`config.mk`:
```
export PLATFORM = sky130hd
export DESIGN_NAME = char_lcd_bus_sequencer_unit
export DESIGN_NICKNAME = d
export VERILOG_FILES = /design/src/hw/rtl/clbs_pkg.sv /design/src/hw/rtl/clbs_ctrl.sv /design/src/hw/rtl/clbs_datapath.sv /design/src/hw/rtl/char_lcd_bus_sequencer_unit.sv
export SDC_FILE = /design/constraint.sdc
export NUM_CORES = 1
export LEC_CHECK = 0
export BUFFER_PORTS_ARGS = -buffer_cell sky130_fd_sc_hd__clkbuf_2
export CAP_MARGIN = 10
export CORE_ASPECT_RATIO = 0.8
export CORE_MARGIN = 2
export CORE_UTILIZATION = 52
export CTS_BUF_LIST = sky130_fd_sc_hd__clkbuf_8
export CTS_CLUSTER_DIAMETER = 50
export DETAILED_ROUTE_END_ITERATION = 8
export PLACE_DENSITY = 0.79
export SYNTH_ARGS = -nofsm -noshare
export SYNTH_HDL_FRONTEND = slang
export SYNTH_SLANG_ARGS = --single-unit
```
`constraint.sdc`:
```
create_clock -name aclk -period 3.39 [get_ports aclk]
set_clock_uncertainty 0.2 [all_clocks]
set_input_delay 0.5085 -clock aclk [delete_from_list [all_inputs] [get_ports aclk]]
set_output_delay 0.5085 -clock aclk [all_outputs]
set_load 0.03 [all_outputs]
```
`src/hw/rtl/clbs_pkg.sv`:
```
`timescale 1ns / 1ps

package clbs_pkg;

    // Request operations
    typedef enum logic [1:0] {
        OP_COMMAND = 2'd0,
        OP_DATA    = 2'd1,
        OP_INIT    = 2'd2,
        OP_CURSOR  = 2'd3
    } op_t;

    // Configuration register indexes
    typedef enum logic [1:0] {
        CFG_FOUR_BIT   = 2'd0,
        CFG_LINE_COUNT = 2'd1,
        CFG_COLUMNS    = 2'd2,
        CFG_TALL_FONT  = 2'd3
    } cfg_idx_t;

    typedef enum logic [1:0] {
        K_WAIT   = 2'd0,
        K_STROBE = 2'd1,
        K_BYTE   = 2'd2
    } step_kind_t;

    typedef enum logic [2:0] {
        H_1     = 3'd0,
        H_100   = 3'd1,
        H_150   = 3'd2,
        H_2000  = 3'd3,
        H_4500  = 3'd4,
        H_50000 = 3'd5
    } hold_sel_t;

    typedef enum logic [1:0] {
        ST_IDLE  = 2'd0,
        ST_RUN   = 2'd1,
        ST_EXTRA = 2'd2
    } ctrl_state_t;

    localparam int STEP_W = 4;
    localparam logic [STEP_W-1:0] LAST_INIT_STEP_NIBBLE = 4'd11;
    localparam logic [STEP_W-1:0] LAST_INIT_STEP_BYTE   = 4'd9;

    localparam logic [7:0] CMD_DISPLAY_ON = 8'h0C;
    localparam logic [7:0] CMD_CLEAR      = 8'h01;
    localparam logic [7:0] CMD_ENTRY_MODE = 8'h06;
    localparam logic [7:0] NIB_WAKE       = 8'h30;
    localparam logic [7:0] NIB_FOUR_BIT   = 8'h20;
    localparam logic [7:0] DDRAM_ADDR_CMD = 8'h80;
    localparam logic [7:0] ROW1_OFFSET    = 8'h40;

    typedef struct packed {
        step_kind_t kind;
        logic       rs;
        logic [7:0] data;
        hold_sel_t  wait_hold;
    } step_desc_t;

    // Controller to datapath
    typedef struct packed {
        logic              start;
        logic              emit;
        logic              en;
        hold_sel_t         hold;
        logic              wait_ph;
        logic              nib;
        logic              last;
        logic [STEP_W-1:0] step;
    } clbs_cmd_t;

    // Datapath to controller
    typedef struct packed {
        step_kind_t kind;
        logic       needs_extra;
        logic       last_step;
        logic       four_bit;
        logic       out_free;
        hold_sel_t  wait_hold;
    } clbs_stat_t;

    function automatic logic [15:0] hold_value(input hold_sel_t sel);
        logic [15:0] v;
        unique case (sel)
            H_1:     v = 16'd1;
            H_100:   v = 16'd100;
            H_150:   v = 16'd150;
            H_2000:  v = 16'd2000;
            H_4500:  v = 16'd4500;
            H_50000: v = 16'd50000;
            default: v = 16'd1;
        endcase
        return v;
    endfunction

    // Power-on script, one step per index
    function automatic step_desc_t init_step(input logic [STEP_W-1:0] idx,
                                             input logic four, input logic [7:0] fs);
        step_desc_t d;
        d.kind      = K_BYTE;
        d.rs        = 1'b0;
        d.data      = fs;
        d.wait_hold = H_50000;
        if (four) begin
            unique case (idx)
                4'd0:  begin d.kind = K_WAIT;   d.wait_hold = H_50000; end
                4'd1:  begin d.kind = K_STROBE; d.data = NIB_WAKE; end
                4'd2:  begin d.kind = K_WAIT;   d.wait_hold = H_4500; end
                4'd3:  begin d.kind = K_STROBE; d.data = NIB_WAKE; end
                4'd4:  begin d.kind = K_WAIT;   d.wait_hold = H_4500; end
                4'd5:  begin d.kind = K_STROBE; d.data = NIB_WAKE; end
                4'd6:  begin d.kind = K_WAIT;   d.wait_hold = H_150; end
                4'd7:  begin d.kind = K_STROBE; d.data = NIB_FOUR_BIT; end
                4'd8:  d.data = fs;
                4'd9:  d.data = CMD_DISPLAY_ON;
                4'd10: d.data = CMD_CLEAR;
                4'd11: d.data = CMD_ENTRY_MODE;
                default: d.data = fs;
            endcase
        end else begin
            unique case (idx)
                4'd0:  begin d.kind = K_WAIT; d.wait_hold = H_50000; end
                4'd1:  d.data = fs;
                4'd2:  begin d.kind = K_WAIT; d.wait_hold = H_4500; end
                4'd3:  d.data = fs;
                4'd4:  begin d.kind = K_WAIT; d.wait_hold = H_150; end
                4'd5:  d.data = fs;
                4'd6:  d.data = fs;
                4'd7:  d.data = CMD_DISPLAY_ON;
                4'd8:  d.data = CMD_CLEAR;
                4'd9:  d.data = CMD_ENTRY_MODE;
                default: d.data = fs;
            endcase
        end
        return d;
    endfunction

endpackage

```
`src/hw/rtl/clbs_ctrl.sv`:
```
`timescale 1ns / 1ps

module clbs_ctrl (
    input  logic                aclk,
    input  logic                aresetn,
    input  logic                s_tvalid,
    output logic                s_tready,
    input  clbs_pkg::clbs_stat_t stat,
    output clbs_pkg::clbs_cmd_t  cmd
);

    clbs_pkg::ctrl_state_t state_reg, state_next;
    logic [clbs_pkg::STEP_W-1:0] step_reg, step_next;
    logic [1:0] sub_reg, sub_next;
    logic       nib_reg, nib_next;
    logic       step_end;
    logic       go_extra;
    logic       byte_end;

    // Outputs and step bookkeeping
    always_comb begin
        cmd         = '0;
        cmd.hold    = clbs_pkg::H_1;
        cmd.step    = step_reg;
        cmd.nib     = nib_reg;
        s_tready    = 1'b0;
        step_end    = 1'b0;
        go_extra    = 1'b0;
        byte_end    = 1'b0;
        unique case (state_reg)
            clbs_pkg::ST_IDLE: begin
                s_tready  = 1'b1;
                cmd.start = s_tvalid;
            end
            clbs_pkg::ST_RUN: begin
                cmd.emit = stat.out_free;
                if (stat.kind == clbs_pkg::K_WAIT) begin
                    cmd.wait_ph = 1'b1;
                    cmd.hold    = stat.wait_hold;
                    step_end    = 1'b1;
                end else begin
                    cmd.en   = (sub_reg == 2'd1);
                    cmd.hold = (sub_reg == 2'd2) ? clbs_pkg::H_100 : clbs_pkg::H_1;
                    // a nibble-mode byte strobes twice before it ends
                    byte_end = (sub_reg == 2'd2) &&
                               !(stat.kind == clbs_pkg::K_BYTE && stat.four_bit && !nib_reg);
                    go_extra = byte_end && stat.kind == clbs_pkg::K_BYTE && stat.needs_extra;
                    step_end = byte_end && !go_extra;
                end
                cmd.last = step_end && stat.last_step;
            end
            clbs_pkg::ST_EXTRA: begin
                cmd.emit    = stat.out_free;
                cmd.wait_ph = 1'b1;
                cmd.hold    = clbs_pkg::H_2000;
                step_end    = 1'b1;
                cmd.last    = stat.last_step;
            end
            default: ;
        endcase
    end

    always_comb begin
        step_next = step_reg;
        sub_next  = sub_reg;
        nib_next  = nib_reg;
        if (cmd.start) begin
            step_next = '0;
            sub_next  = '0;
            nib_next  = 1'b0;
        end else if (cmd.emit) begin
            if (step_end) begin
                step_next = step_reg + 1'b1;
                sub_next  = '0;
                nib_next  = 1'b0;
            end else if (go_extra) begin
                sub_next = '0;
            end else if (sub_reg == 2'd2) begin
                sub_next = '0;
                nib_next = 1'b1;
            end else begin
                sub_next = sub_reg + 1'b1;
            end
        end
    end

    always_comb begin
        state_next = state_reg;
        unique case (state_reg)
            clbs_pkg::ST_IDLE: begin
                if (s_tvalid) state_next = clbs_pkg::ST_RUN;
            end
            clbs_pkg::ST_RUN: begin
                if (cmd.emit) begin
                    if (step_end && stat.last_step) state_next = clbs_pkg::ST_IDLE;
                    else if (go_extra)              state_next = clbs_pkg::ST_EXTRA;
                end
            end
            clbs_pkg::ST_EXTRA: begin
                if (cmd.emit) begin
                    state_next = stat.last_step ? clbs_pkg::ST_IDLE : clbs_pkg::ST_RUN;
                end
            end
            default: state_next = clbs_pkg::ST_IDLE;
        endcase
    end

    always_ff @(posedge aclk) begin
        if (!aresetn) begin
            state_reg <= clbs_pkg::ST_IDLE;
            step_reg  <= '0;
            sub_reg   <= '0;
            nib_reg   <= 1'b0;
        end else begin
            state_reg <= state_next;
            step_reg  <= step_next;
            sub_reg   <= sub_next;
            nib_reg   <= nib_next;
        end
    end

endmodule

```
`src/hw/rtl/clbs_datapath.sv`:
```
`timescale 1ns / 1ps

module clbs_datapath (
    input  logic                 aclk,
    input  logic                 aresetn,
    input  logic [23:0]          s_tdata,
    input  logic                 cfg_valid,
    input  logic [1:0]           cfg_index,
    input  logic [5:0]           cfg_data,
    input  logic                 m_tready,
    output logic                 m_tvalid,
    output logic [31:0]          m_tdata,
    output logic                 m_tuser,
    output logic                 m_tlast,
    input  clbs_pkg::clbs_cmd_t  cmd,
    output clbs_pkg::clbs_stat_t stat
);

    logic       four_bit_reg;
    logic [2:0] line_count_reg;
    logic [5:0] columns_reg;
    logic       tall_font_reg;

    clbs_pkg::op_t op_reg;
    logic [7:0]    req_byte_reg;
    logic [7:0]    req_byte_next;

    logic       run_rs_reg;
    logic [7:0] run_bus_reg;

    logic        out_valid_reg;
    logic        out_rs_reg;
    logic        out_en_reg;
    logic [7:0]  out_bus_reg;
    logic [15:0] out_hold_reg;
    logic        out_last_reg;

    clbs_pkg::op_t in_op;
    logic [7:0]    in_value;
    logic [5:0]    in_column;
    logic [1:0]    in_row;
    logic [2:0]    lines;
    logic [2:0]    row_clamped;
    logic [7:0]    row_offset;
    logic [7:0]    cursor_sum;
    logic [7:0]    fs_byte;
    clbs_pkg::step_desc_t desc;
    logic [7:0]    strobe_bus;
    logic          phase_rs;
    logic [7:0]    phase_bus;

    assign in_op     = clbs_pkg::op_t'(s_tdata[1:0]);
    assign in_value  = s_tdata[9:2];
    assign in_column = s_tdata[15:10];
    assign in_row    = s_tdata[17:16];

    // Cursor address: clamp the row to the line count, add the row offset
    always_comb begin
        lines       = (line_count_reg == 3'd0) ? 3'd1 : line_count_reg;
        row_clamped = ({1'b0, in_row} >= lines) ? lines - 3'd1 : {1'b0, in_row};
        unique case (row_clamped[1:0])
            2'd0:    row_offset = 8'h00;
            2'd1:    row_offset = clbs_pkg::ROW1_OFFSET;
            2'd2:    row_offset = {2'b00, columns_reg};
            2'd3:    row_offset = clbs_pkg::ROW1_OFFSET + {2'b00, columns_reg};
            default: row_offset = 8'h00;
        endcase
        cursor_sum    = {2'b00, in_column} + row_offset;
        req_byte_next = (in_op == clbs_pkg::OP_CURSOR)
                        ? (clbs_pkg::DDRAM_ADDR_CMD | cursor_sum) : in_value;
    end

    always_comb begin
        fs_byte = 8'h20;
        if (!four_bit_reg)                             fs_byte = fs_byte | 8'h10;
        if (line_count_reg > 3'd1)                     fs_byte = fs_byte | 8'h08;
        if (tall_font_reg && line_count_reg == 3'd1)   fs_byte = fs_byte | 8'h04;
    end

    always_comb begin
        if (op_reg == clbs_pkg::OP_INIT) begin
            desc = clbs_pkg::init_step(cmd.step, four_bit_reg, fs_byte);
        end else begin
            desc.kind      = clbs_pkg::K_BYTE;
            desc.rs        = (op_reg == clbs_pkg::OP_DATA);
            desc.data      = req_byte_reg;
            desc.wait_hold = clbs_pkg::H_2000;
        end
    end

    always_comb begin
        stat.kind        = desc.kind;
        stat.wait_hold   = desc.wait_hold;
        stat.needs_extra = !desc.rs && desc.data >= 8'h01 && desc.data <= 8'h03;
        stat.four_bit    = four_bit_reg;
        stat.out_free    = !out_valid_reg || m_tready;
        if (op_reg == clbs_pkg::OP_INIT) begin
            stat.last_step = four_bit_reg
                ? (cmd.step == clbs_pkg::LAST_INIT_STEP_NIBBLE)
                : (cmd.step == clbs_pkg::LAST_INIT_STEP_BYTE);
        end else begin
            stat.last_step = 1'b1;
        end
    end

    always_comb begin
        if (desc.kind == clbs_pkg::K_BYTE && four_bit_reg) begin
            strobe_bus = cmd.nib ? {desc.data[3:0], 4'h0} : {desc.data[7:4], 4'h0};
        end else begin
            strobe_bus = desc.data;
        end
        // wait phases keep RS and the bus of the phase before
        phase_rs  = cmd.wait_ph ? run_rs_reg  : desc.rs;
        phase_bus = cmd.wait_ph ? run_bus_reg : strobe_bus;
    end

    always_ff @(posedge aclk) begin
        if (!aresetn) begin
            four_bit_reg   <= 1'b1;
            line_count_reg <= 3'd2;
            columns_reg    <= 6'd16;
            tall_font_reg  <= 1'b0;
        end else if (cfg_valid) begin
            unique case (clbs_pkg::cfg_idx_t'(cfg_index))
                clbs_pkg::CFG_FOUR_BIT:   four_bit_reg   <= cfg_data[0];
                clbs_pkg::CFG_LINE_COUNT: line_count_reg <= cfg_data[2:0];
                clbs_pkg::CFG_COLUMNS:    columns_reg    <= cfg_data;
                clbs_pkg::CFG_TALL_FONT:  tall_font_reg  <= cfg_data[0];
                default: ;
            endcase
        end
    end

    always_ff @(posedge aclk) begin
        if (!aresetn) begin
            op_reg      <= clbs_pkg::OP_COMMAND;
            run_rs_reg  <= 1'b0;
            run_bus_reg <= 8'h00;
        end else if (cmd.start) begin
            op_reg      <= in_op;
            run_rs_reg  <= 1'b0;
            run_bus_reg <= 8'h00;
        end else if (cmd.emit && !cmd.wait_ph) begin
            run_rs_reg  <= phase_rs;
            run_bus_reg <= phase_bus;
        end
    end

    always_ff @(posedge aclk) begin
        if (cmd.start) begin
            req_byte_reg <= req_byte_next;
        end
    end

    always_ff @(posedge aclk) begin
        if (!aresetn) begin
            out_valid_reg <= 1'b0;
        end else if (cmd.emit) begin
            out_valid_reg <= 1'b1;
        end else if (m_tready) begin
            out_valid_reg <= 1'b0;
        end
    end

    always_ff @(posedge aclk) begin
        if (cmd.emit) begin
            out_rs_reg   <= phase_rs;
            out_en_reg   <= cmd.en;
            out_bus_reg  <= phase_bus;
            out_hold_reg <= clbs_pkg::hold_value(cmd.hold);
            out_last_reg <= cmd.last;
        end
    end

    assign m_tvalid = out_valid_reg;
    assign m_tdata  = {6'd0, out_hold_reg, out_bus_reg, out_en_reg, 1'b0};
    assign m_tuser  = out_rs_reg;
    assign m_tlast  = out_last_reg;

endmodule

```
`src/hw/rtl/char_lcd_bus_sequencer_unit.sv`:
```
`timescale 1ns / 1ps

// Character display bus sequencer.
// s_ channel: one request per item (operation, value, column, row). Each
// request expands into a run of bus phases on the m_ channel, one item per
// phase, with m_tlast on the final phase of the run. m_tuser carries RS;
// m_tdata carries RW, EN, the bus byte and the hold time in microseconds.
// cfg_ channel: register writes, always ready; write only while idle.
// After a request is taken, the controller enters its run state and loads the
// first phase into the output register. One phase per cycle while m_tready is
// high; the phase counter in the controller steps through the phases of a run.
// s_tready is high only between runs.
// A stall on m_tready holds the output register and freezes the sequencer.
// Reset clears the run and restores nibble mode, two lines, 16 columns and
// the normal font.
module char_lcd_bus_sequencer_unit (
    input  logic        aclk,
    input  logic        aresetn,
    input  logic        s_tvalid,
    output logic        s_tready,
    input  logic [23:0] s_tdata,   // operation[1:0], value[9:2], column[15:10], row[17:16]
    output logic        m_tvalid,
    input  logic        m_tready,
    output logic [31:0] m_tdata,   // rw_level[0], enable_level[1], bus_data[9:2], hold_us[25:10]
    output logic        m_tuser,   // rs_level[0]
    output logic        m_tlast,
    input  logic        cfg_valid,
    output logic        cfg_ready,
    input  logic [1:0]  cfg_index,
    input  logic [5:0]  cfg_data
);

    clbs_pkg::clbs_cmd_t  cmd;
    clbs_pkg::clbs_stat_t stat;

    assign cfg_ready = 1'b1;

    clbs_ctrl u_ctrl (
        .aclk     (aclk),
        .aresetn  (aresetn),
        .s_tvalid (s_tvalid),
        .s_tready (s_tready),
        .stat     (stat),
        .cmd      (cmd)
    );

    clbs_datapath u_datapath (
        .aclk      (aclk),
        .aresetn   (aresetn),
        .s_tdata   (s_tdata),
        .cfg_valid (cfg_valid & cfg_ready),
        .cfg_index (cfg_index),
        .cfg_data  (cfg_data),
        .m_tready  (m_tready),
        .m_tvalid  (m_tvalid),
        .m_tdata   (m_tdata),
        .m_tuser   (m_tuser),
        .m_tlast   (m_tlast),
        .cmd       (cmd),
        .stat      (stat)
    );

endmodule

```
==> metrics.txt <==
run status complete, but fails checks; violations in the final reports setup timing; unique cell type count in the Yosys netlist 62; layout overhead on the synthesized area 20.75%; unrepaired setup endpoints after global routing true; I/O pin cnt 74; adder-cell share of the synthesized area 5.863%; drt pass-1 iters 5; Worst Tran Pin Value 0.7071 ns; min-delay src cfg_data[4]; first-pass GRT wire length 14,580 um; crit path kind register to register; cells after synthesis 407; worst skew pair latency 0.35 ns; gr usage total 23.48%; reg-to-reg startpoint u_datapath.line_count_reg[2]; die area 7923 um^2; Inst Count DP 547; Worst Path Arrival 3.40 ns; initial antenna violation count 0; worst hold margin 0.1802 ns; Simple-Gate Fraction of Synth Area 19.15%; vias in the first global route 3,018; worst r2r dst u_datapath.req_byte_reg[6]; fillcell total 529; DRC errors left 0; post-route clock period utilization 103.2%; via count 3,250; Synth Area in XOR/XNOR 1.166%; Vias/cell 5.692; max reg flops 12; fraction of layout cells with a size suffix above 1 29.96%; final setup margin -0.1069 ns; post-DR wirelength/cell 15.36 um; DR iter-0 viols 305; power per cell area 643.3 nW/um^2; reg2reg setup slack -0.11 ns; largest family of logic cells by synthesized area simple AND/OR/NAND/NOR gates; CP max FO 3; core area 6925 um^2; antenna cells 0; Max Clk Rate 286.0 MHz; nets 533; largest net degree at the start of global routing 25; Slew HR 52.12%; Async SR Flop Fraction 0%; startpoint types register; post-synthesis average cell area 9.229 um^2; Port-buffer cells 56; Synth Warn # 0; Die Height 80.02 um; CP endpoint kind register; Cell Count, Final, Fillers Out 571; placed cell areas 4139 um^2; worst setup path endpoint u_datapath.req_byte_reg[6]; Starting Density 54.24%; # rows 27; Final Setup Violations 1; final core utilization 65.49%; Synth Cell Area 3756 um^2; Max-cap violations 0; Final Wtd Congestion 0.9565; total congestion overflow 0; Root Driver clkbuf_8; Post-synth top flop dfxtp_1; Seq/Total Area, Yosys 41.84%; clock buffer count from CTS 9; final WL 8772 um; Post-synth EDFFs 31; cells on worst reg2reg path 19; Yosys reg bits 63; CTS clock-pin slew for the worst setup and hold paths 0.08 ns; Synth Area in Compound Gates 15.82%; final instance area 4536 um^2; Peak VDD IR 318.9 uV; Detail Placement HPWL 6411 um; Worst Hold Class input port to register; Die Wd 99.02 um; minimum clock period 3.497 ns; CTS Sinks 63; final slew viol count 0; final hold violations 0; P_leak 1.947 nW; maximum buffer depth of the clock tree 2; Hold Buf Count CTS 0; mux share of post-synthesis cell area 8.428%; critical path startpoint u_datapath.line_count_reg[2]; antenna viol nets, final 0; H-tree levels 3; CTS tree yes; Required @ worst endpoint 3.29 ns
[how the worst min path moves through the flow]
stage	to	slack, ns	cells past startpoint
5_1_grt	u_datapath.columns_reg[4]	0.17	3
3_3_place_gp	u_datapath.columns_reg[4]	0.25	2
4_1_cts	u_datapath.columns_reg[4]	0.17	3
3_5_place_dp	u_datapath.columns_reg[4]	0.26	2
2_1_floorplan	u_datapath.columns_reg[4]	0.24	2
6_report	u_datapath.columns_reg[4]	0.18	3
[layout by cell type (no fill, tap or decap), types with 9 or more instances in the layout]
master    netlist  layout
clkbuf_8        0       9
ha_1           16      13
nand2_1        38      38
nand3_1         9       9
mux2_2          9       9
o21ai_0        29      27
clkbuf_2        1      56
mux2i_1        20      20
dfxtp_1        32      30
buf_4          16      26
a21oi_1        24      20
conb_1          2      11
nor2_1         47      46
edfxtp_1       31      31
nand2b_1       12       9
inv_1          22      19
[cells by family after synthesis]
group | Yosys count
flip-flops | 63
AO/OA/AOI/OAI | 93
multiplexers | 30
AND/OR/NAND/NOR | 144
buffers and inverters | 53
other | 2
XOR/XNOR | 5
adder cells (fa/ha/maj) | 17
[layer usage]
| layer | track usage [%] | up-vias | routed length, um |
|---|---|---|---|
| met5 | 0 | - | 0 |
| met4 | 7.123 | 0 | 148 |
| met3 | 5.517 | 18 | 695 |
| met2 | 37.91 | 153 | 4087 |
| met1 | 31.49 | 1507 | 3840 |
| li1 | - | 1572 | - |
[critical path, stage by stage, from the launching register on]
cell	delay, ns
dfxtp_2	0.32
or2_4	0.26
nand2b_4	0.08
ha_4	0.19
nand2b_4	0.14
a21oi_4	0.14
nor2_4	0.07
nor2b_4	0.13
a31oi_4	0.06
nor2b_2	0.16
ha_2	0.20
inv_2	0.04
fa_2	0.35
inv_2	0.06
a21oi_2	0.05
o21bai_1	0.20
a21o_1	0.16
a21oi_2	0.06
xnor2_1	0.12
mux2_2	0.26
[what timing repair did]
item,CTS,global route
setup buffers,8,1
pin swaps,8,13
gates resized for setup,18,5
setup endpoints to repair,3,3
[synthesized netlist by cell type, types with 3 or more instances]
cell type  instances  share of area, %
mux2_2             9               2.7
edfxtp_1          31                25
a221oi_1           3              0.70
a22oi_1            4              0.80
ha_1              16               5.3
nand3b_1           5               1.0
nor3_1             4              0.53
a21oi_1           24               3.2
nand3_1            9               1.2
mux2i_1           20               5.3
dfxtp_1           32                17
a211oi_1           5               1.0
a31oi_1            3              0.50
inv_1             22               2.2
and2_1             3              0.50
clkbuf_1           6              0.60
nand2_1           38               3.8
o21ai_0           29               3.9
nand2b_1          12               2.0
nor2_1            47               4.7
xnor2_1            3              0.70
buf_2              6              0.80
a31o_2             4              0.93
buf_4             16               3.2
nor2b_1            7               1.2
[area by class of cell]
cell class / instances / area [um^2] / area share (%)
Clock buffer: 9 / 123.9 / 2.731
Clock inverter: 7 / 97.59 / 2.152
Inverter: 22 / 82.58 / 1.821
Multi-Input combinational cell: 300 / 2053 / 45.27
Sequential cell: 63 / 1574 / 34.70
Tap cell: 87 / 108.9 / 2.400
Timing Repair Buffer: 83 / 495.5 / 10.92
[where the power goes]
| group | leakage, nW | internal [mW] | switching [mW] |
|---|---|---|---|
| Clock | 0.105 | 0.415 | 0.313 |
| Sequential | 0.554 | 1.02 | 0.0737 |
| Combinational | 1.29 | 0.339 | 0.756 |
| Total | 1.95 | 1.78 | 1.14 |
[through the flow]
stage	setup TNS, ns	total power, mW	setup slack, ns
floorplan	0	1.885	0.004386
global placement	-0.2236	2.135	-0.1813
detailed placement	-0.7110	2.166	-0.3756
CTS	-0.1837	2.912	-0.1368
global route	-0.2045	3.057	-0.1968
finish	-0.1069	2.918	-0.1069
Power figures use the tool's default switching activity.
